$ cat config.mk
export PLATFORM = sky130hd
export DESIGN_NAME = key_chatter_detector_unit_flat
export DESIGN_NICKNAME = d
export VERILOG_FILES = /design/src/design/kcd_pkg.sv /design/src/design/kcd_if.sv /design/src/design/kcd_front.sv /design/src/design/kcd_queue.sv /design/src/design/kcd_back.sv /design/src/design/key_chatter_detector_unit.sv /design/src/flat_wrapper.sv
export SDC_FILE = /design/constraint.sdc
export NUM_CORES = 1
export LEC_CHECK = 0
export ABC_CLOCK_PERIOD_IN_PS = 17100
export BUFFER_PORTS_ARGS = -buffer_cell sky130_fd_sc_hd__buf_2
export CAP_MARGIN = 5
export CORE_MARGIN = 8
export CORE_UTILIZATION = 48
export DETAILED_ROUTE_END_ITERATION = 7
export REMOVE_ABC_BUFFERS = 1
export SLEW_MARGIN = 0
export SYNTH_ARGS = -nofsm -noshare
export SYNTH_HDL_FRONTEND = slang
export SYNTH_SLANG_ARGS = --single-unit
$ cat constraint.sdc
create_clock -name clk -period 17.1 [get_ports clk]
set_clock_uncertainty 0.2 [all_clocks]
set_input_delay 0 -clock clk [delete_from_list [all_inputs] [get_ports clk]]
set_output_delay 0 -clock clk [all_outputs]
set_load 0.02 [all_outputs]
$ cat src/design/kcd_pkg.sv
// Shared types and constants of the key chatter detector.
`timescale 1ns / 1ps
`default_nettype none

package kcd_pkg;

    // Raw key number within a half is row * 8 + column, so it spans 32 codes.
    localparam int COLS_PER_ROW  = 8;
    localparam int RAW_KEY_COUNT = 32;
    localparam int RAW_KEY_W     = 5;

    // Per-key word kept in the store: sticky bad mark above an 8-bit age.
    localparam int AGE_W  = 8;
    localparam int WORD_W = AGE_W + 1;
    localparam logic [AGE_W-1:0] AGE_MAX = 8'hFF;

    localparam logic [3:0] LED_OFFSET_LEFT  = 4'd7;
    localparam logic [3:0] LED_OFFSET_RIGHT = 4'd15;

    localparam int QUEUE_DEPTH = 2;

    // Configuration port: one register, selected by address bit 2.
    localparam int PADDR_W = 3;
    localparam int PDATA_W = 32;
    localparam logic REG_CHATTER_LIMIT = 1'b0;
    localparam logic [AGE_W-1:0] LIMIT_RESET = 8'd30;

    typedef enum logic [1:0] {
        KIND_IDLE    = 2'd0,
        KIND_PRESS   = 2'd1,
        KIND_RELEASE = 2'd2,
        KIND_HELD    = 2'd3
    } kcd_kind_t;

    typedef enum logic [1:0] {
        COLOUR_NONE  = 2'd0,
        COLOUR_GREEN = 2'd1,
        COLOUR_RED   = 2'd2,
        COLOUR_BLUE  = 2'd3
    } kcd_colour_t;

    typedef struct packed {
        kcd_kind_t  kind;
        logic [1:0] led_row;
        logic [3:0] led_column;
    } kcd_cmd_t;

endpackage

`default_nettype wire

$ cat src/design/kcd_if.sv
// Handshake interfaces for the key item channel and the LED item channel.
`timescale 1ns / 1ps
`default_nettype none

interface kcd_key_if;
    logic       valid;
    logic       ready;
    logic       hand;
    logic [1:0] row;
    logic [2:0] column;
    logic       was_pressed;
    logic       is_pressed;

    modport source (
        output valid, hand, row, column, was_pressed, is_pressed,
        input  ready
    );
    modport sink (
        input  valid, hand, row, column, was_pressed, is_pressed,
        output ready
    );
endinterface

interface kcd_led_if;
    logic       valid;
    logic       ready;
    logic [1:0] led_row;
    logic [3:0] led_column;
    logic [1:0] colour_code;

    modport source (
        output valid, led_row, led_column, colour_code,
        input  ready
    );
    modport sink (
        input  valid, led_row, led_column, colour_code,
        output ready
    );
endinterface

`default_nettype wire

$ cat src/design/kcd_front.sv
// Front part: accepts key items, classifies them and maps them to a store slot.
`timescale 1ns / 1ps
`default_nettype none

module kcd_front #(
    parameter int KEYS_PER_HAND = 32,
    parameter int NUM_HANDS     = 2,
    parameter int KEY_W         = 5,
    parameter int SLOT_W        = 6
) (
    kcd_key_if.sink             keys,
    input  wire logic           queue_not_full,
    output logic                push,
    output logic [SLOT_W-1:0]   slot,
    output kcd_pkg::kcd_cmd_t   cmd
);
    import kcd_pkg::*;

    logic [KEY_W-1:0]     key_mod_tab [RAW_KEY_COUNT];
    logic [RAW_KEY_W-1:0] raw_key;
    logic [KEY_W-1:0]     key_num;
    logic                 hand_eff;

    // Reduction of the raw key number to the keys of one half, as a constant table.
    for (genvar g = 0; g < RAW_KEY_COUNT; g++) begin : g_key_mod
        assign key_mod_tab[g] = KEY_W'(g % KEYS_PER_HAND);
    end

    assign raw_key  = {keys.row, keys.column};
    assign key_num  = key_mod_tab[raw_key];
    assign hand_eff = (NUM_HANDS > 1) ? keys.hand : 1'b0;

    assign keys.ready = queue_not_full;
    assign push       = keys.valid && queue_not_full;

    always_comb
    begin
        if (hand_eff)
        begin
            slot = SLOT_W'(KEYS_PER_HAND) + SLOT_W'(key_num);
        end
        else
        begin
            slot = SLOT_W'(key_num);
        end

        case ({keys.was_pressed, keys.is_pressed})
            2'b01:   cmd.kind = KIND_PRESS;
            2'b10:   cmd.kind = KIND_RELEASE;
            2'b11:   cmd.kind = KIND_HELD;
            default: cmd.kind = KIND_IDLE;
        endcase

        cmd.led_row = keys.row;
        if (keys.hand)
        begin
            cmd.led_column = LED_OFFSET_RIGHT - {1'b0, keys.column};
        end
        else
        begin
            cmd.led_column = LED_OFFSET_LEFT - {1'b0, keys.column};
        end
    end

endmodule

`default_nettype wire

$ cat src/design/kcd_queue.sv
// Short first-in first-out queue between the front and the back part.
`timescale 1ns / 1ps
`default_nettype none

module kcd_queue #(
    parameter int W = 14
) (
    input  wire logic         clk,
    input  wire logic         rst_n,
    input  wire logic         push,
    input  wire logic [W-1:0] push_data,
    input  wire logic         pop,
    output logic              not_full,
    output logic              not_empty,
    output logic [W-1:0]      head
);
    import kcd_pkg::*;

    localparam int PTR_W = (QUEUE_DEPTH > 1) ? $clog2(QUEUE_DEPTH) : 1;
    localparam int CNT_W = $clog2(QUEUE_DEPTH + 1);

    logic [W-1:0]     entry_reg [QUEUE_DEPTH];
    logic [PTR_W-1:0] wr_ptr_reg;
    logic [PTR_W-1:0] rd_ptr_reg;
    logic [CNT_W-1:0] count_reg;
    logic [CNT_W-1:0] count_next;

    assign not_full  = (count_reg != CNT_W'(QUEUE_DEPTH));
    assign not_empty = (count_reg != '0);
    assign head      = entry_reg[rd_ptr_reg];

    always_comb
    begin
        count_next = count_reg;
        if (push && !pop)
        begin
            count_next = count_reg + 1'b1;
        end
        else if (pop && !push)
        begin
            count_next = count_reg - 1'b1;
        end
    end

    always_ff @(posedge clk or negedge rst_n)
    begin
        if (!rst_n)
        begin
            wr_ptr_reg <= '0;
            rd_ptr_reg <= '0;
            count_reg  <= '0;
        end
        else
        begin
            if (push)
            begin
                wr_ptr_reg <= (wr_ptr_reg == PTR_W'(QUEUE_DEPTH - 1)) ? '0 : wr_ptr_reg + 1'b1;
            end
            if (pop)
            begin
                rd_ptr_reg <= (rd_ptr_reg == PTR_W'(QUEUE_DEPTH - 1)) ? '0 : rd_ptr_reg + 1'b1;
            end
            count_reg <= count_next;
        end
    end

    always_ff @(posedge clk)
    begin
        if (push)
        begin
            entry_reg[wr_ptr_reg] <= push_data;
        end
    end

endmodule

`default_nettype wire

$ cat src/design/kcd_back.sv
// Back part: per-key read-modify-write of age and bad mark, and the LED result register.
`timescale 1ns / 1ps
`default_nettype none

module kcd_back #(
    parameter int TOTAL_KEYS = 64,
    parameter int SLOT_W     = 6
) (
    input  wire logic                     clk,
    input  wire logic                     rst_n,
    input  wire logic                     q_valid,
    input  wire logic [SLOT_W-1:0]        q_slot,
    input  wire kcd_pkg::kcd_cmd_t        q_cmd,
    output logic                          q_pop,
    input  wire logic [kcd_pkg::AGE_W-1:0] limit,
    kcd_led_if.source                     leds
);
    import kcd_pkg::*;

    // Stage 1 holds the item whose store word is being read.
    logic                s1_valid_reg;
    logic [SLOT_W-1:0]   s1_slot_reg;
    kcd_cmd_t            s1_cmd_reg;
    logic [WORD_W-1:0]   rd_word_reg;
    logic                byp_reg;
    logic [WORD_W-1:0]   byp_word_reg;

    logic [WORD_W-1:0]   word_mem_reg [TOTAL_KEYS];
    logic [TOTAL_KEYS-1:0] written_reg;

    logic                out_valid_reg;
    logic [1:0]          out_row_reg;
    logic [3:0]          out_column_reg;
    kcd_colour_t         out_colour_reg;

    logic                out_free;
    logic                s1_fire;
    logic [WORD_W-1:0]   eff_word;
    logic [AGE_W-1:0]    eff_age;
    logic                eff_bad;
    logic [AGE_W-1:0]    age_next;
    logic                bad_next;
    kcd_colour_t         colour_next;

    assign out_free = !out_valid_reg || leds.ready;
    assign s1_fire  = s1_valid_reg && out_free;
    assign q_pop    = q_valid && (!s1_valid_reg || s1_fire);

    // A word written in the cycle of its own read comes from the bypass copy;
    // an entry never written reads as zero.
    always_comb
    begin
        if (byp_reg)
        begin
            eff_word = byp_word_reg;
        end
        else if (written_reg[s1_slot_reg])
        begin
            eff_word = rd_word_reg;
        end
        else
        begin
            eff_word = '0;
        end
    end

    assign eff_age = eff_word[AGE_W-1:0];
    assign eff_bad = eff_word[AGE_W];

    always_comb
    begin
        age_next = eff_age;
        bad_next = eff_bad;
        if (s1_cmd_reg.kind == KIND_PRESS)
        begin
            if (eff_age < limit)
            begin
                bad_next = 1'b1;
            end
            age_next = '0;
        end
        else if ((eff_age <= limit) && (eff_age != AGE_MAX))
        begin
            age_next = eff_age + 1'b1;
        end

        if (s1_cmd_reg.kind == KIND_HELD)
        begin
            colour_next = COLOUR_GREEN;
        end
        else if (bad_next)
        begin
            colour_next = COLOUR_RED;
        end
        else if (s1_cmd_reg.kind == KIND_RELEASE)
        begin
            colour_next = COLOUR_BLUE;
        end
        else
        begin
            colour_next = COLOUR_NONE;
        end
    end

    always_ff @(posedge clk or negedge rst_n)
    begin
        if (!rst_n)
        begin
            s1_valid_reg  <= 1'b0;
            out_valid_reg <= 1'b0;
            byp_reg       <= 1'b0;
            written_reg   <= '0;
        end
        else
        begin
            if (q_pop)
            begin
                s1_valid_reg <= 1'b1;
                byp_reg      <= s1_fire && (s1_slot_reg == q_slot);
            end
            else if (s1_fire)
            begin
                s1_valid_reg <= 1'b0;
            end

            if (s1_fire)
            begin
                out_valid_reg            <= 1'b1;
                written_reg[s1_slot_reg] <= 1'b1;
            end
            else if (leds.ready)
            begin
                out_valid_reg <= 1'b0;
            end
        end
    end

    always_ff @(posedge clk)
    begin
        if (s1_fire)
        begin
            word_mem_reg[s1_slot_reg] <= {bad_next, age_next};
            out_row_reg               <= s1_cmd_reg.led_row;
            out_column_reg            <= s1_cmd_reg.led_column;
            out_colour_reg            <= colour_next;
        end
        if (q_pop)
        begin
            rd_word_reg  <= word_mem_reg[q_slot];
            byp_word_reg <= {bad_next, age_next};
            s1_slot_reg  <= q_slot;
            s1_cmd_reg   <= q_cmd;
        end
    end

    assign leds.valid       = out_valid_reg;
    assign leds.led_row     = out_row_reg;
    assign leds.led_column  = out_column_reg;
    assign leds.colour_code = out_colour_reg;

`ifndef SYNTHESIS
    a_write_marks_entry: assert property (@(posedge clk) disable iff (!rst_n)
        s1_fire |=> written_reg[$past(s1_slot_reg)])
        else $error("store entry not marked written after an update");

    a_bad_is_sticky: assert property (@(posedge clk) disable iff (!rst_n)
        s1_valid_reg && eff_bad |-> bad_next)
        else $error("bad mark cleared by an update");

    a_red_when_bad: assert property (@(posedge clk) disable iff (!rst_n)
        s1_fire && bad_next && (s1_cmd_reg.kind != KIND_HELD)
        |=> leds.valid && (leds.colour_code == COLOUR_RED))
        else $error("bad key not answered in red");

    a_press_restarts_age: assert property (@(posedge clk) disable iff (!rst_n)
        s1_fire && (s1_cmd_reg.kind == KIND_PRESS)
        |=> word_mem_reg[$past(s1_slot_reg)][AGE_W-1:0] == '0)
        else $error("press did not restart the key age");
`endif

endmodule

`default_nettype wire

$ cat src/design/key_chatter_detector_unit.sv
// Top level of the key chatter detector: configuration register and part wiring.
//
//   channel   dir   handshake            payload
//   keys      in    valid/ready          hand, row, column, was_pressed, is_pressed
//   leds      out   valid/ready          led_row, led_column, colour_code
//   apb       in    psel/penable/pready  paddr, pwdata, prdata (chatter_limit)
//
// One item is accepted per cycle while the queue has room; each item reads and
// rewrites its per-key store entry in stage one of the back part, so throughput
// is one item per cycle while the LED side takes results without stalling.
// Reset clears the written marks of all store entries at once, so every key
// starts with zero age and no bad mark, and no clearing pass is needed.
// A stall on the LED side fills the output register, then stage one, then the
// two-entry queue, after which the key side sees ready low.
`timescale 1ns / 1ps
`default_nettype none

module key_chatter_detector_unit #(
    parameter int KEYS_PER_HAND = 32,
    parameter int NUM_HANDS     = 2
) (
    input  wire logic        clk,
    input  wire logic        rst_n,
    kcd_key_if.sink          keys,
    kcd_led_if.source        leds,
    input  wire logic        psel,
    input  wire logic        penable,
    input  wire logic        pwrite,
    input  wire logic [2:0]  paddr,
    input  wire logic [31:0] pwdata,
    output logic [31:0]      prdata,
    output logic             pready
);
    import kcd_pkg::*;

    // Store size and index widths follow from the key count per half and
    // the number of halves.
    localparam int TOTAL_KEYS = KEYS_PER_HAND * NUM_HANDS;
    localparam int KEY_W      = (KEYS_PER_HAND > 1) ? $clog2(KEYS_PER_HAND) : 1;
    localparam int SLOT_W     = (TOTAL_KEYS > 1) ? $clog2(TOTAL_KEYS) : 1;
    localparam int Q_W        = SLOT_W + $bits(kcd_cmd_t);

    logic [AGE_W-1:0]  limit_reg;
    logic              cfg_write;

    logic              push;
    logic [SLOT_W-1:0] front_slot;
    kcd_cmd_t          front_cmd;
    logic              q_not_full;
    logic              q_not_empty;
    logic              q_pop;
    logic [Q_W-1:0]    q_head;
    logic [SLOT_W-1:0] q_slot;
    kcd_cmd_t          q_cmd;

    // The register port has no wait states; a write lands in the access phase.
    assign pready    = 1'b1;
    assign cfg_write = psel && penable && pwrite && pready
                       && (paddr[PADDR_W-1] == REG_CHATTER_LIMIT);

    always_ff @(posedge clk or negedge rst_n)
    begin
        if (!rst_n)
        begin
            limit_reg <= LIMIT_RESET;
        end
        else if (cfg_write)
        begin
            limit_reg <= pwdata[AGE_W-1:0];
        end
    end

    always_comb
    begin
        if (paddr[PADDR_W-1] == REG_CHATTER_LIMIT)
        begin
            prdata = {{(PDATA_W - AGE_W){1'b0}}, limit_reg};
        end
        else
        begin
            prdata = '0;
        end
    end

    // The front part classifies each key item and writes it into the queue.
    kcd_front #(
        .KEYS_PER_HAND (KEYS_PER_HAND),
        .NUM_HANDS     (NUM_HANDS),
        .KEY_W         (KEY_W),
        .SLOT_W        (SLOT_W)
    ) u_front (
        .keys           (keys),
        .queue_not_full (q_not_full),
        .push           (push),
        .slot           (front_slot),
        .cmd            (front_cmd)
    );

    kcd_queue #(
        .W (Q_W)
    ) u_queue (
        .clk       (clk),
        .rst_n     (rst_n),
        .push      (push),
        .push_data ({front_slot, front_cmd}),
        .pop       (q_pop),
        .not_full  (q_not_full),
        .not_empty (q_not_empty),
        .head      (q_head)
    );

    assign q_slot = q_head[Q_W-1 -: SLOT_W];
    assign q_cmd  = kcd_cmd_t'(q_head[$bits(kcd_cmd_t)-1:0]);

    // The back part owns the per-key store and the result register.
    kcd_back #(
        .TOTAL_KEYS (TOTAL_KEYS),
        .SLOT_W     (SLOT_W)
    ) u_back (
        .clk     (clk),
        .rst_n   (rst_n),
        .q_valid (q_not_empty),
        .q_slot  (q_slot),
        .q_cmd   (q_cmd),
        .q_pop   (q_pop),
        .limit   (limit_reg),
        .leds    (leds)
    );

endmodule

`default_nettype wire

$ cat src/flat_wrapper.sv
// flat-port wrapper written by rule: the top's interface ports become plain ports
module key_chatter_detector_unit_flat import kcd_pkg::*;
#(
    parameter int KEYS_PER_HAND = 32,
    parameter int NUM_HANDS     = 2
)
  (clk, rst_n, psel, penable, pwrite, paddr, pwdata, prdata, pready, keys_valid, keys_hand, keys_row, keys_column, keys_was_pressed, keys_is_pressed, keys_ready, leds_valid, leds_led_row, leds_led_column, leds_colour_code, leds_ready);
  kcd_key_if keys_i ();
  kcd_led_if leds_i ();
  input  wire logic clk;
  input  wire logic rst_n;
  input  wire logic psel;
  input  wire logic penable;
  input  wire logic pwrite;
  input  wire logic [2:0] paddr;
  input  wire logic [31:0] pwdata;
  output logic [31:0] prdata;
  output logic pready;
  input wire logic [$bits(keys_i.valid)-1:0] keys_valid;
  input wire logic [$bits(keys_i.hand)-1:0] keys_hand;
  input wire logic [$bits(keys_i.row)-1:0] keys_row;
  input wire logic [$bits(keys_i.column)-1:0] keys_column;
  input wire logic [$bits(keys_i.was_pressed)-1:0] keys_was_pressed;
  input wire logic [$bits(keys_i.is_pressed)-1:0] keys_is_pressed;
  output wire logic [$bits(keys_i.ready)-1:0] keys_ready;
  output wire logic [$bits(leds_i.valid)-1:0] leds_valid;
  output wire logic [$bits(leds_i.led_row)-1:0] leds_led_row;
  output wire logic [$bits(leds_i.led_column)-1:0] leds_led_column;
  output wire logic [$bits(leds_i.colour_code)-1:0] leds_colour_code;
  input wire logic [$bits(leds_i.ready)-1:0] leds_ready;
  assign keys_i.valid = keys_valid;
  assign keys_i.hand = keys_hand;
  assign keys_i.row = keys_row;
  assign keys_i.column = keys_column;
  assign keys_i.was_pressed = keys_was_pressed;
  assign keys_i.is_pressed = keys_is_pressed;
  assign keys_ready = keys_i.ready;
  assign leds_valid = leds_i.valid;
  assign leds_led_row = leds_i.led_row;
  assign leds_led_column = leds_i.led_column;
  assign leds_colour_code = leds_i.colour_code;
  assign leds_i.ready = leds_ready;
  key_chatter_detector_unit #(.KEYS_PER_HAND(KEYS_PER_HAND), .NUM_HANDS(NUM_HANDS)) u_core (.clk(clk), .rst_n(rst_n), .keys(keys_i), .leds(leds_i), .psel(psel), .penable(penable), .pwrite(pwrite), .paddr(paddr), .pwdata(pwdata), .prdata(prdata), .pready(pready));
endmodule
==> results of run 1 <==
==> layout make-up <==
class,count,area [sq um],area share
clock buffers,107,2130,0.0647
repair buffers,116,928,0.0282
diodes,2,5.00,0.000152
well taps,782,978,0.0297
multi-input cells,1408,7510,0.228
inverters,26,108,0.00327
clock inverters,32,231,0.00703
flip-flops and latches,714,21100,0.639
==> cell usage after synthesis (6+ instances only) <==
cell type / number / share of area
a211oi_1: 11 / 0.0028
a21oi_1: 30 / 0.0051
a22o_1: 8 / 0.0024
a22oi_1: 6 / 0.0015
a311oi_1: 91 / 0.027
a31oi_1: 20 / 0.0043
and3_1: 43 / 0.0092
buf_1: 23 / 0.0030
buf_2: 12 / 0.0021
buf_4: 27 / 0.0069
clkbuf_1: 104 / 0.013
dfrtp_1: 75 / 0.064
edfxtp_1: 635 / 0.65
ha_1: 10 / 0.0043
inv_1: 24 / 0.0031
mux2_2: 13 / 0.0050
mux2i_1: 32 / 0.011
nand2_1: 596 / 0.077
nand2b_1: 8 / 0.0017
nand3_1: 292 / 0.050
nor2_1: 83 / 0.011
or2_2: 65 / 0.014
xnor2_1: 8 / 0.0024
==> cells by family after synthesis <==
group,after synthesis,synth area share
multiplexers,50,0.0200
AO/OA/AOI/OAI,190,0.0503
buffers and inverters,196,0.0300
flip-flops,714,0.721
XOR/XNOR,11,0.00330
AND/OR/NAND/NOR,1122,0.171
other,2,0.000257
adder cells (fa/ha/maj),10,0.00428
==> per-layer routing <==
metal  vias to the layer above  track usage
li1                       8412            -
met4                         0       0.0864
met3                       167       0.0388
met2                       567        0.341
met1                      9087        0.271
met5                         -            0
==> timing repair <==
| action | 4_1_cts | 5_1_grt |
|---|---|---|
| hold buffers | 46 | 0 |
| setup endpoints to repair | 0 | 0 |
| gates resized for setup | 0 | 0 |
| hold endpoints to repair | 146 | 0 |
==> worst min-delay path, stage by stage <==
cell and delay (ns):
dlygate4sd3_1 0.54, buf_2 0.13, inv_1 0.06
==> placed cells by master, fill, tap and decap left out, types with 10 or more instances in the layout <==
cell / n
a211oi_1: 10
nor2_1: 83
dfrtp_1: 75
or2_2: 65
conb_1: 25
edfxtp_1: 635
and3_1: 42
clkbuf_16: 78
clkbuf_1: 22
buf_2: 40
a31oi_1: 20
inv_1: 23
dlygate4sd3_1: 45
buf_4: 28
mux2_2: 13
mux2i_1: 24
nand3_1: 292
nand2_1: 596
a21oi_1: 29
a311oi_1: 90
clkinv_1: 13
clkinv_2: 12
ha_1: 10
==> how the worst max path moves through the flow <==
stage | cells past startpoint | to | startpoint | slack, ns
floorplan | 9 | u_core.u_back.rd_word_reg[0] | u_core.u_queue.rd_ptr_reg | -10.50
global placement | 17 | u_core.u_back.word_mem_reg[44][5] | u_core.u_back.s1_slot_reg[0] | 10.38
detailed placement | 17 | u_core.u_back.word_mem_reg[46][5] | u_core.u_back.s1_slot_reg[0] | 10.29
CTS | 17 | u_core.u_back.word_mem_reg[3][5] | u_core.u_back.s1_slot_reg[0] | 10.23
global route | 17 | u_core.u_back.word_mem_reg[1][5] | u_core.u_back.s1_slot_reg[0] | 9.76
finish | 17 | u_core.u_back.word_mem_reg[44][5] | u_core.u_back.s1_slot_reg[0] | 10.24
==> power breakdown <==
group          internal, W  total [W]  switching, W
logic             0.000616    0.00236       0.00174
clock network     0.000902    0.00156      0.000661
registers          0.00272    0.00284      0.000125
total              0.00423    0.00676       0.00252
==> stage by stage <==
step | hold WS, ns | instances | power, W
detailed placement | 0.00816 | 3000 | 0.00522
global route | 0.0269 | 3186 | 0.00709
finish | 0.0341 | 3187 | 0.00676
global placement | -0.00823 | 3000 | 0.00515
CTS | 0.000158 | 3185 | 0.00679
floorplan | -0.496 | 2148 | 0.00442
==> out/results.ini, run 1 <==
[run]
maxCapViolations = 0

[final_layout]
fin_util = 0.547
fin_nets = 2401
largest_reg_flops = 576
layout-drive-gt1-share = 0.121
fillers = 4890
fin_area_sq_um = 32900
syn_to_final_growth_pct = 12.8

[global_routing]
grt_overflow = 0
grt_max_degree = 171
antenna_found_initial = 1
globalRouteTotalUtil = 0.208
grt_pass1_vias = 18300
grt_pass1_wl_microns = 111000

[critical_path]
critPathBufInv = 3
worstReg2RegEnd = u_core.u_back.word_mem_reg[44][5]
rr_worst_depth = 17
worst_ep_required_time_ns = 17.28
critPathKind = flip-flop to flip-flop
r2r_slack_ns = 10.24
crit_top_cell = buf_4
cpPeakStageDelay_ns = 0.95
path_max_fanout = 34
crit_path_start_kind = flip-flop
cp_slowest_cell = mux2i_4
crit_arrival_ns = 7.04
crit_family = multiplexers
end_kind = flip-flop
r2r_start = u_core.u_back.s1_slot_reg[0]
crit_chain = buf_4 -> mux4_1 -> mux2i_1 -> o22ai_1 -> nor3_4 -> a21oi_2 -> a22oi_1 -> inv_1 -> ha_1 -> nand4_1 -> nor2_1 -> a211oi_1 -> nor4_1 -> o21ai_2 -> nor4_2 -> mux2i_4 -> buf_4

[timing]
tightest_slew_ns = 1.31
max_slew_margin = 0.126
slew_violations = 0
period_share = 0.401
setup_viol = 0
clock.fmax_mhz = 146
setup_ws_ns = 10.24
setup_tns_ns = 0
fin_crit_ns = 6.86
rsz0062_at_grt = false
hold_viol_final = 0

[clock_tree]
cts_buffers = 75
cts.sinks = 714
cts.path.max_buffers = 3
root_buffer = clkbuf_16
clock_latency_ns = 0.62
path_clk_slew_ns = 0.06
cts_max_level = 3
cts_tree = done
postCtsSetupBuffers = 0

[route]
via_per_inst = 5.72
vias = 18200
wl_met3_microns = 4510
wl_met1_microns = 30200
routed.top_layer = met4
drt_iter0_markers = 1681
avgRoutedWirePerCell_microns = 22.8
drt_first_pass_iters = 7
ant_nets = 0
met2_length_microns = 34900
drcViolationCount = 0
routed_wl_microns = 72500

[die]
initial_utilization = 0.485
num_rows = 90
die_y_microns = 263
die_x_microns = 263
dieArea_sq_um = 69000
ioPinCount = 93
core_area_sq_um = 60200

[yosys]
yosys_register_bits = 714
synth.avg_cell_area_sq_um = 12.7
async_reset_ff_frac = 0.111
ys_types = 68
ys.flop_type = edfxtp_1
synth_warnings = 0
synthCells = 2295
ys_seq_area_frac = 0.721
syn_area_sq_um = 29200
synth_edf_count = 635

[worst_hold_path]
hp-class = primary input to flip-flop
hold_depth = 3
whs_endpoint = u_core.u_queue.entry_reg[0][0]
hold_start = keys_column[0]

[place]
post-place-ws_ns = 10.29
dp_hpwl_microns = 40100
gp_congestion = 0.824
port_buffers = 41
placed_area_sq_um = 30100

[power]
power_density_nw_per_um2 = 205
vdd_drop_max_v = 0.000350
power.leakage_nw = 12.0

[run_status]
outcome = complete, no violations

Power figures use the tool's default switching activity.
==> inputs of run 2 (changes only) <==
ABC_CLOCK_PERIOD_IN_PS = 6300   (was 17100)
PLACE_DENSITY = 0.67   (was not set)
clock period = 6.3 ns   (was 17.1 ns; I/O delays follow)
==> run 2 against run 1 <==
Die area did not move. Via count rose by 2.8%. Utilization rose by 0.31 points. Non-clock buffer count rose by 31. Largest power group unchanged.
==> out/results.ini, run 2 (synthesis results as in run 1) <==
[clock_tree]
cts_max_level = 3  ; unchanged
cts.path.max_buffers = 3  ; unchanged
path_clk_slew_ns = 0.07  ; was 0.06 ns
postCtsSetupBuffers = 0  ; unchanged
cts.sinks = 714  ; unchanged
cts_buffers = 71  ; was 75
cts_tree = done  ; unchanged
clock_latency_ns = 0.61  ; was 0.62 ns
root_buffer = clkbuf_16  ; unchanged

[global_routing]
grt_pass1_vias = 18600  ; was 18.3k
antenna_found_initial = 1  ; unchanged
grt_pass1_wl_microns = 110000  ; was 111,000 microns
grt_overflow = 0  ; unchanged
globalRouteTotalUtil = 0.206  ; was 0.208
grt_max_degree = 146  ; was 171

[final_layout]
final_cells = 3206  ; was 3,187
fin_nets = 2428  ; was 2,401
layout-drive-gt1-share = 0.130  ; was 0.121
multi_input_area_sq_um = 7510  ; unchanged
fin_util = 0.550  ; was 0.547
layout_commonest_cell = edfxtp_1  ; unchanged
fillers = 4826  ; was 4,890
layout_common_cells = 635 x edfxtp_1, 596 x nand2_1, 292 x nand3_1  ; unchanged
largest_reg_flops = 576  ; unchanged
seqCellArea_sq_um = 21100  ; unchanged
syn_to_final_growth_pct = 13.4  ; was 12.8%

[critical_path]
crit_family = compound AO/OA/AOI/OAI gates  ; was multiplexers
cp_slowest_cell = mux4_2  ; was mux2i_4
cpPeakStageDelay_ns = 0.53  ; was 0.95 ns
rr_worst_depth = 18  ; was 17
worstReg2RegEnd = u_core.u_back.word_mem_reg[45][7]  ; was u_core.u_back.word_mem_reg[44][5]
end_kind = flip-flop  ; unchanged
r2r_slack_ns = 0.39  ; was 10.24 ns
path_max_fanout = 65  ; was 34
r2r_start = u_core.u_back.s1_slot_reg[0]  ; unchanged
critPathBufInv = 3  ; unchanged
critPathKind = flip-flop to flip-flop  ; unchanged
crit_arrival_ns = 6.03  ; was 7.04 ns
worst_ep_required_time_ns = 6.42  ; was 17.28 ns
crit_path_start_kind = flip-flop  ; unchanged
crit_chain = buf_12 -> mux4_2 -> mux2i_1 -> o22ai_1 -> nor3_4 -> a21oi_2 -> a22oi_1 -> inv_1 -> ha_1 -> a21o_1 -> a21o_1 -> a21oi_1 -> nor2_1 -> nor4_1 -> o21ai_2 -> nor4_1 -> mux2i_4 -> buf_4  ; was buf_4 -> mux4_1 -> mux2i_1 -> o22ai_1 -> nor3_4 -> a21oi_2 -> a22oi_1 -> inv_1 -> ha_1 -> nand4_1 -> nor2_1 -> a211oi_1 -> nor4_1 -> o21ai_2 -> nor4_2 -> mux2i_4 -> buf_4

[place]
port_buffers = 41  ; unchanged
gp_congestion = 0.856  ; was 0.824
dp_cells = 3030  ; was 3,000
dp_hpwl_microns = 39200  ; was 40,100 microns

[timing]
fin_crit_ns = 5.91  ; was 6.86 ns
period_share = 0.938  ; was 0.401
hold_viol_final = 0  ; unchanged
setup_viol = 0  ; unchanged
max_slew_margin = 0.0892  ; was 0.126
clock.fmax_mhz = 169  ; was 146 MHz
setup_tns_ns = 0  ; unchanged
rsz0062_at_grt = false  ; unchanged
tightest_slew_ns = 1.36  ; was 1.31 ns
slew_violations = 0  ; unchanged

[route]
drcViolationCount = 0  ; unchanged
drt_iter0_markers = 2078  ; was 1,681
vias = 18700  ; was 18.2k
routed_wl_microns = 72600  ; was 72,500 microns
avgRoutedWirePerCell_microns = 22.7  ; was 22.8 microns
via_per_inst = 5.85  ; was 5.72
ant_nets = 0  ; unchanged
drt_first_pass_iters = 5  ; was 7

[worst_hold_path]
hold_depth = 3  ; unchanged
whs_endpoint = u_core.u_queue.entry_reg[1][1]  ; was u_core.u_queue.entry_reg[0][0]
hold_start = keys_column[1]  ; was keys_column[0]
hp-class = primary input to flip-flop  ; unchanged

[power]
seq_power_share = 0.425  ; was 0.420
power.leakage_nw = 12.1  ; was 12.0 nW
p_sw_w = 0.00666  ; was 0.00252 W
swShare = 0.369  ; was 0.374
internal_power_w = 0.0114  ; was 0.00423 W
p_clk_frac = 0.222  ; was 0.231
power_frac_comb = 0.353  ; was 0.349
vdd_drop_max_v = 0.000618  ; was 0.000350 V
p_total_w = 0.0181  ; was 0.00676 W
power_density_nw_per_um2 = 546  ; was 205 nW/um^2

[die]
die_x_microns = 263  ; unchanged
initial_utilization = 0.485  ; unchanged
core_area_sq_um = 60200  ; unchanged
die_y_microns = 263  ; unchanged
num_rows = 90  ; unchanged
ioPinCount = 93  ; unchanged
dieArea_sq_um = 69000  ; unchanged

[run_status]
outcome = complete, no violations  ; unchanged

[run]
maxCapViolations = 0  ; unchanged

==> run 2: cell types whose count changed in the layout (fill, tap and decap cells not counted), sizes merged <==
cell and change:
clkinvlp +2, clkinv -9, inv -1, bufinv -1
clkbuf -2, diode -1, buf +31
==> run 2: final cells by class <==
| class | count | area share |
|---|---|---|
| well taps | 782 | 0.0295 |
| multi-input cells | 1408 | 0.227 |
| repair buffers | 147 | 0.0386 |
| inverters | 26 | 0.00332 |
| flip-flops and latches | 714 | 0.635 |
| diodes | 1 | 0.0000755 |
| clock buffers | 105 | 0.0619 |
| clock inverters | 23 | 0.00446 |
==> run 2: metrics by stage <==
stage / hold slack (ns) / area (sq um) / setup slack (ns)
3_3_place_gp: -0.0106 / 30400 / 0.629
4_1_cts: 0.00776 / 33100 / 0.465
6_report: 0.0399 / 33100 / 0.390
3_5_place_dp: -0.00411 / 30400 / 0.490
2_1_floorplan: -0.496 / 28500 / -21.30
5_1_grt: 0.0167 / 33100 / 0.0281
==> run 2: timing repair <==
item / 4_1_cts / 5_1_grt
endpoints found under the hold margin: 138 / 0
hold buffers: 46 / 0
gates resized for setup: 0 / 0
endpoints found under the setup margin: 0 / 0
==> run 2: worst max-delay path by stage <==
stage | startpoint | end | slack, ns | cells after the start
after global routing | u_core.u_back.s1_slot_reg[0] | u_core.u_back.word_mem_reg[38][7] | 0.03 | 17
after detailed placement | u_core.u_back.s1_slot_reg[0] | u_core.u_back.word_mem_reg[25][7] | 0.49 | 18
after floorplan | u_core.u_queue.rd_ptr_reg | u_core.u_back.rd_word_reg[0] | -21.30 | 9
after global placement | u_core.u_back.s1_slot_reg[0] | u_core.u_back.word_mem_reg[22][7] | 0.63 | 17
after CTS | u_core.u_back.s1_slot_reg[0] | u_core.u_back.word_mem_reg[39][7] | 0.46 | 18
final | u_core.u_back.s1_slot_reg[0] | u_core.u_back.word_mem_reg[45][7] | 0.39 | 18
==> run 2: tightest hold or removal path, delay by kind of cell <==
kind	cells	cell delay, ns
buf+inv	3	0.73
==> run 2: power by group through the flow <==
| stage | sequential, W | clock, W | combinational (W) |
|---|---|---|---|
| finish | 0.00769 | 0.00401 | 0.00637 |
| global route | 0.00774 | 0.00424 | 0.00692 |
| CTS | 0.00768 | 0.00408 | 0.00635 |
| detailed placement | 0.00777 | 0 | 0.00629 |
| global placement | 0.00774 | 0 | 0.00607 |
| floorplan | 0.00765 | 0 | 0.00383 |
==> run 2: metal layers <==
metal  wire, microns  vias up  track usage
li1                -     8454            -
met1           29800     9287        0.270
met2           34400      820        0.332
met3            5360      183       0.0373
met4            3170        0       0.0936
met5               0        -            0
==> inputs of run 3 (changes only) <==
CTS_BUF_LIST = sky130_fd_sc_hd__clkbuf_4   (was not set)
==> run 3 against run 2 <==
Combinational power is essentially flat. Global-route usage increased by 0.60 points. Sequential share of layout area is 0.25 points lower. Wire length rose by 1.8%. Worst setup slack got worse by 0.022 ns. Count of clock-buffer cells in the layout is 150 higher. Sequential power about the same.
==> out/results.ini, run 3 (synthesis results as in run 1) <==
[route]
vias = 19400  ; was 18.7k
via_per_inst = 5.73  ; was 5.85
ant_nets = 0  ; unchanged
drt_first_pass_iters = 7  ; was 5
avgRoutedWirePerCell_microns = 21.8  ; was 22.7 microns
routed_wl_microns = 74000  ; was 72,600 microns
drcViolationCount = 0  ; unchanged
drt_iter0_markers = 2125  ; was 2,078

[power]
p_clk_frac = 0.216  ; was 0.222
power_frac_comb = 0.356  ; was 0.353
power_density_nw_per_um2 = 540  ; was 546 nW/um^2
vdd_drop_max_v = 0.000606  ; was 0.000618 V
internal_power_w = 0.0112  ; was 0.0114 W
swShare = 0.376  ; was 0.369
power.leakage_nw = 12.4  ; was 12.1 nW
p_sw_w = 0.00675  ; was 0.00666 W
seq_power_share = 0.429  ; was 0.425

[worst_hold_path]
hold_depth = 3  ; unchanged
hp-class = primary input to flip-flop  ; unchanged
whs_endpoint = u_core.u_queue.entry_reg[0][12]  ; was u_core.u_queue.entry_reg[1][1]
hold_start = keys_row[1]  ; was keys_column[1]

[timing]
max_slew_margin = 0.105  ; was 0.0892
setup_viol = 0  ; unchanged
clock.fmax_mhz = 169  ; about the same
setup_ws_ns = 0.368  ; was 0.390 ns
tightest_slew_ns = 1.34  ; was 1.36 ns
setup_tns_ns = 0  ; unchanged
period_share = 0.942  ; was 0.938
slew_violations = 0  ; unchanged
rsz0062_at_grt = false  ; unchanged
fin_crit_ns = 5.93  ; was 5.91 ns
hold_viol_final = 0  ; unchanged

[final_layout]
layout_common_cells = 635 x edfxtp_1, 596 x nand2_1, 292 x nand3_1  ; unchanged
fin_area_sq_um = 33300  ; was 33,100 sq um
layout_commonest_cell = edfxtp_1  ; unchanged
fin_util = 0.552  ; was 0.550
final_cells = 3388  ; was 3,206
layout-drive-gt1-share = 0.188  ; was 0.130
syn_to_final_growth_pct = 13.9  ; was 13.4%
largest_reg_flops = 576  ; unchanged
fin_nets = 2537  ; was 2,428

[critical_path]
path_max_fanout = 65  ; unchanged
r2r_start = u_core.u_back.s1_slot_reg[0]  ; unchanged
crit_arrival_ns = 6.43  ; was 6.03 ns
end_kind = flip-flop  ; unchanged
worst_ep_required_time_ns = 6.80  ; was 6.42 ns
worstReg2RegEnd = u_core.u_back.word_mem_reg[39][7]  ; was u_core.u_back.word_mem_reg[45][7]
rr_worst_depth = 18  ; unchanged
critPathKind = flip-flop to flip-flop  ; unchanged
r2r_slack_ns = 0.37  ; was 0.39 ns
crit_path_start_kind = flip-flop  ; unchanged

[global_routing]
globalRouteTotalUtil = 0.211  ; was 0.206
grt_pass1_wl_microns = 113000  ; was 110,000 microns
grt_pass1_vias = 19500  ; was 18.6k
grt_max_degree = 146  ; unchanged
antenna_found_initial = 2  ; was 1
grt_overflow = 0  ; unchanged

[die]
core_area_sq_um = 60200  ; unchanged
initial_utilization = 0.485  ; unchanged
num_rows = 90  ; unchanged
die_x_microns = 263  ; unchanged
die_y_microns = 263  ; unchanged
ioPinCount = 93  ; unchanged
dieArea_sq_um = 69000  ; unchanged

[place]
gp_congestion = 0.856  ; unchanged
dp_cells = 3030  ; unchanged
post-place-ws_ns = 0.490  ; unchanged
dp_hpwl_microns = 39200  ; unchanged
placed_area_sq_um = 30400  ; unchanged
port_buffers = 41  ; unchanged

[run]
maxCapViolations = 0  ; unchanged

[clock_tree]
postCtsSetupBuffers = 0  ; unchanged
root_buffer = clkbuf_4  ; was clkbuf_16
clock_latency_ns = 1.01  ; was 0.61 ns
cts.sinks = 714  ; unchanged
cts_max_level = 4  ; was 3
cts_tree = done  ; unchanged
cts_buffers = 173  ; was 71
cts.path.max_buffers = 3  ; unchanged
path_clk_slew_ns = 0.07  ; about the same

[run_status]
outcome = complete, no violations  ; unchanged

==> run 3: per-layer routing <==
| layer | vias up | part of all wire | track usage |
|---|---|---|---|
| li1 | 8785 | - | - |
| met1 | 9563 | 0.41 | 0.270 |
| met2 | 907 | 0.47 | 0.337 |
| met3 | 159 | 0.083 | 0.0500 |
| met4 | 0 | 0.039 | 0.107 |
| met5 | - | 0 | 0 |
==> run 3: how the worst max path moves through the flow <==
stage / startpoint / end / slack [ns] / cells past startpoint
3_5_place_dp: u_core.u_back.s1_slot_reg[0] / u_core.u_back.word_mem_reg[25][7] / 0.49 / 18
5_1_grt: u_core.u_back.s1_slot_reg[0] / u_core.u_back.word_mem_reg[38][7] / 0.009 / 18
3_3_place_gp: u_core.u_back.s1_slot_reg[0] / u_core.u_back.word_mem_reg[22][7] / 0.63 / 17
2_1_floorplan: u_core.u_queue.rd_ptr_reg / u_core.u_back.rd_word_reg[0] / -21.30 / 9
4_1_cts: u_core.u_back.s1_slot_reg[0] / u_core.u_back.word_mem_reg[13][7] / 0.44 / 18
6_report: u_core.u_back.s1_slot_reg[0] / u_core.u_back.word_mem_reg[39][7] / 0.37 / 18
==> run 3: final cells by class <==
type                       count  area [sq um]
inverter                      26           110
fill                        4911         27000
sequential                   714         21100
multi-input combinational   1408          7520
clock buffer                 255          1910
antenna                        7          17.5
timing repair buffer         154          1350
tap                          782           978
clock inverter                42           327
==> run 3: power groups by stage <==
stage | Combinational, W | Clock (W) | Sequential (W)
after floorplan | 0.00383 | 0 | 0.00765
after detailed placement | 0.00629 | 0 | 0.00777
after global placement | 0.00607 | 0 | 0.00774
after CTS | 0.00635 | 0.00395 | 0.00768
after global routing | 0.00692 | 0.00418 | 0.00774
final | 0.00638 | 0.00387 | 0.00769
==> run 3: critical path, cell delays in order (launching register included) <==
cell and delay (ns):
edfxtp_1 0.53, buf_12 0.27, mux4_2 0.53, mux2i_1 0.15
o22ai_1 0.17, nor3_4 0.24, a21oi_2 0.23, a22oi_1 0.43
inv_1 0.12, ha_1 0.20, a21o_1 0.18, a21o_1 0.16
a21oi_1 0.21, nor2_1 0.10, nor4_1 0.34, o21ai_2 0.17
nor4_1 0.52, mux2i_4 0.30, buf_4 0.52
==> run 3: through the flow <==
stage	power (W)	hold slack (ns)
after floorplan	0.0115	-0.496
after global placement	0.0138	-0.0106
after detailed placement	0.0141	-0.00411
after CTS	0.0180	0.0181
after global routing	0.0188	0.0423
final	0.0179	0.122
==> run 3: timing repair <==
item / CTS / global route
hold endpoints to repair: 149 / 0
gates resized for setup: 0 / 1
hold buffers: 53 / 0
setup endpoints to repair: 0 / 10
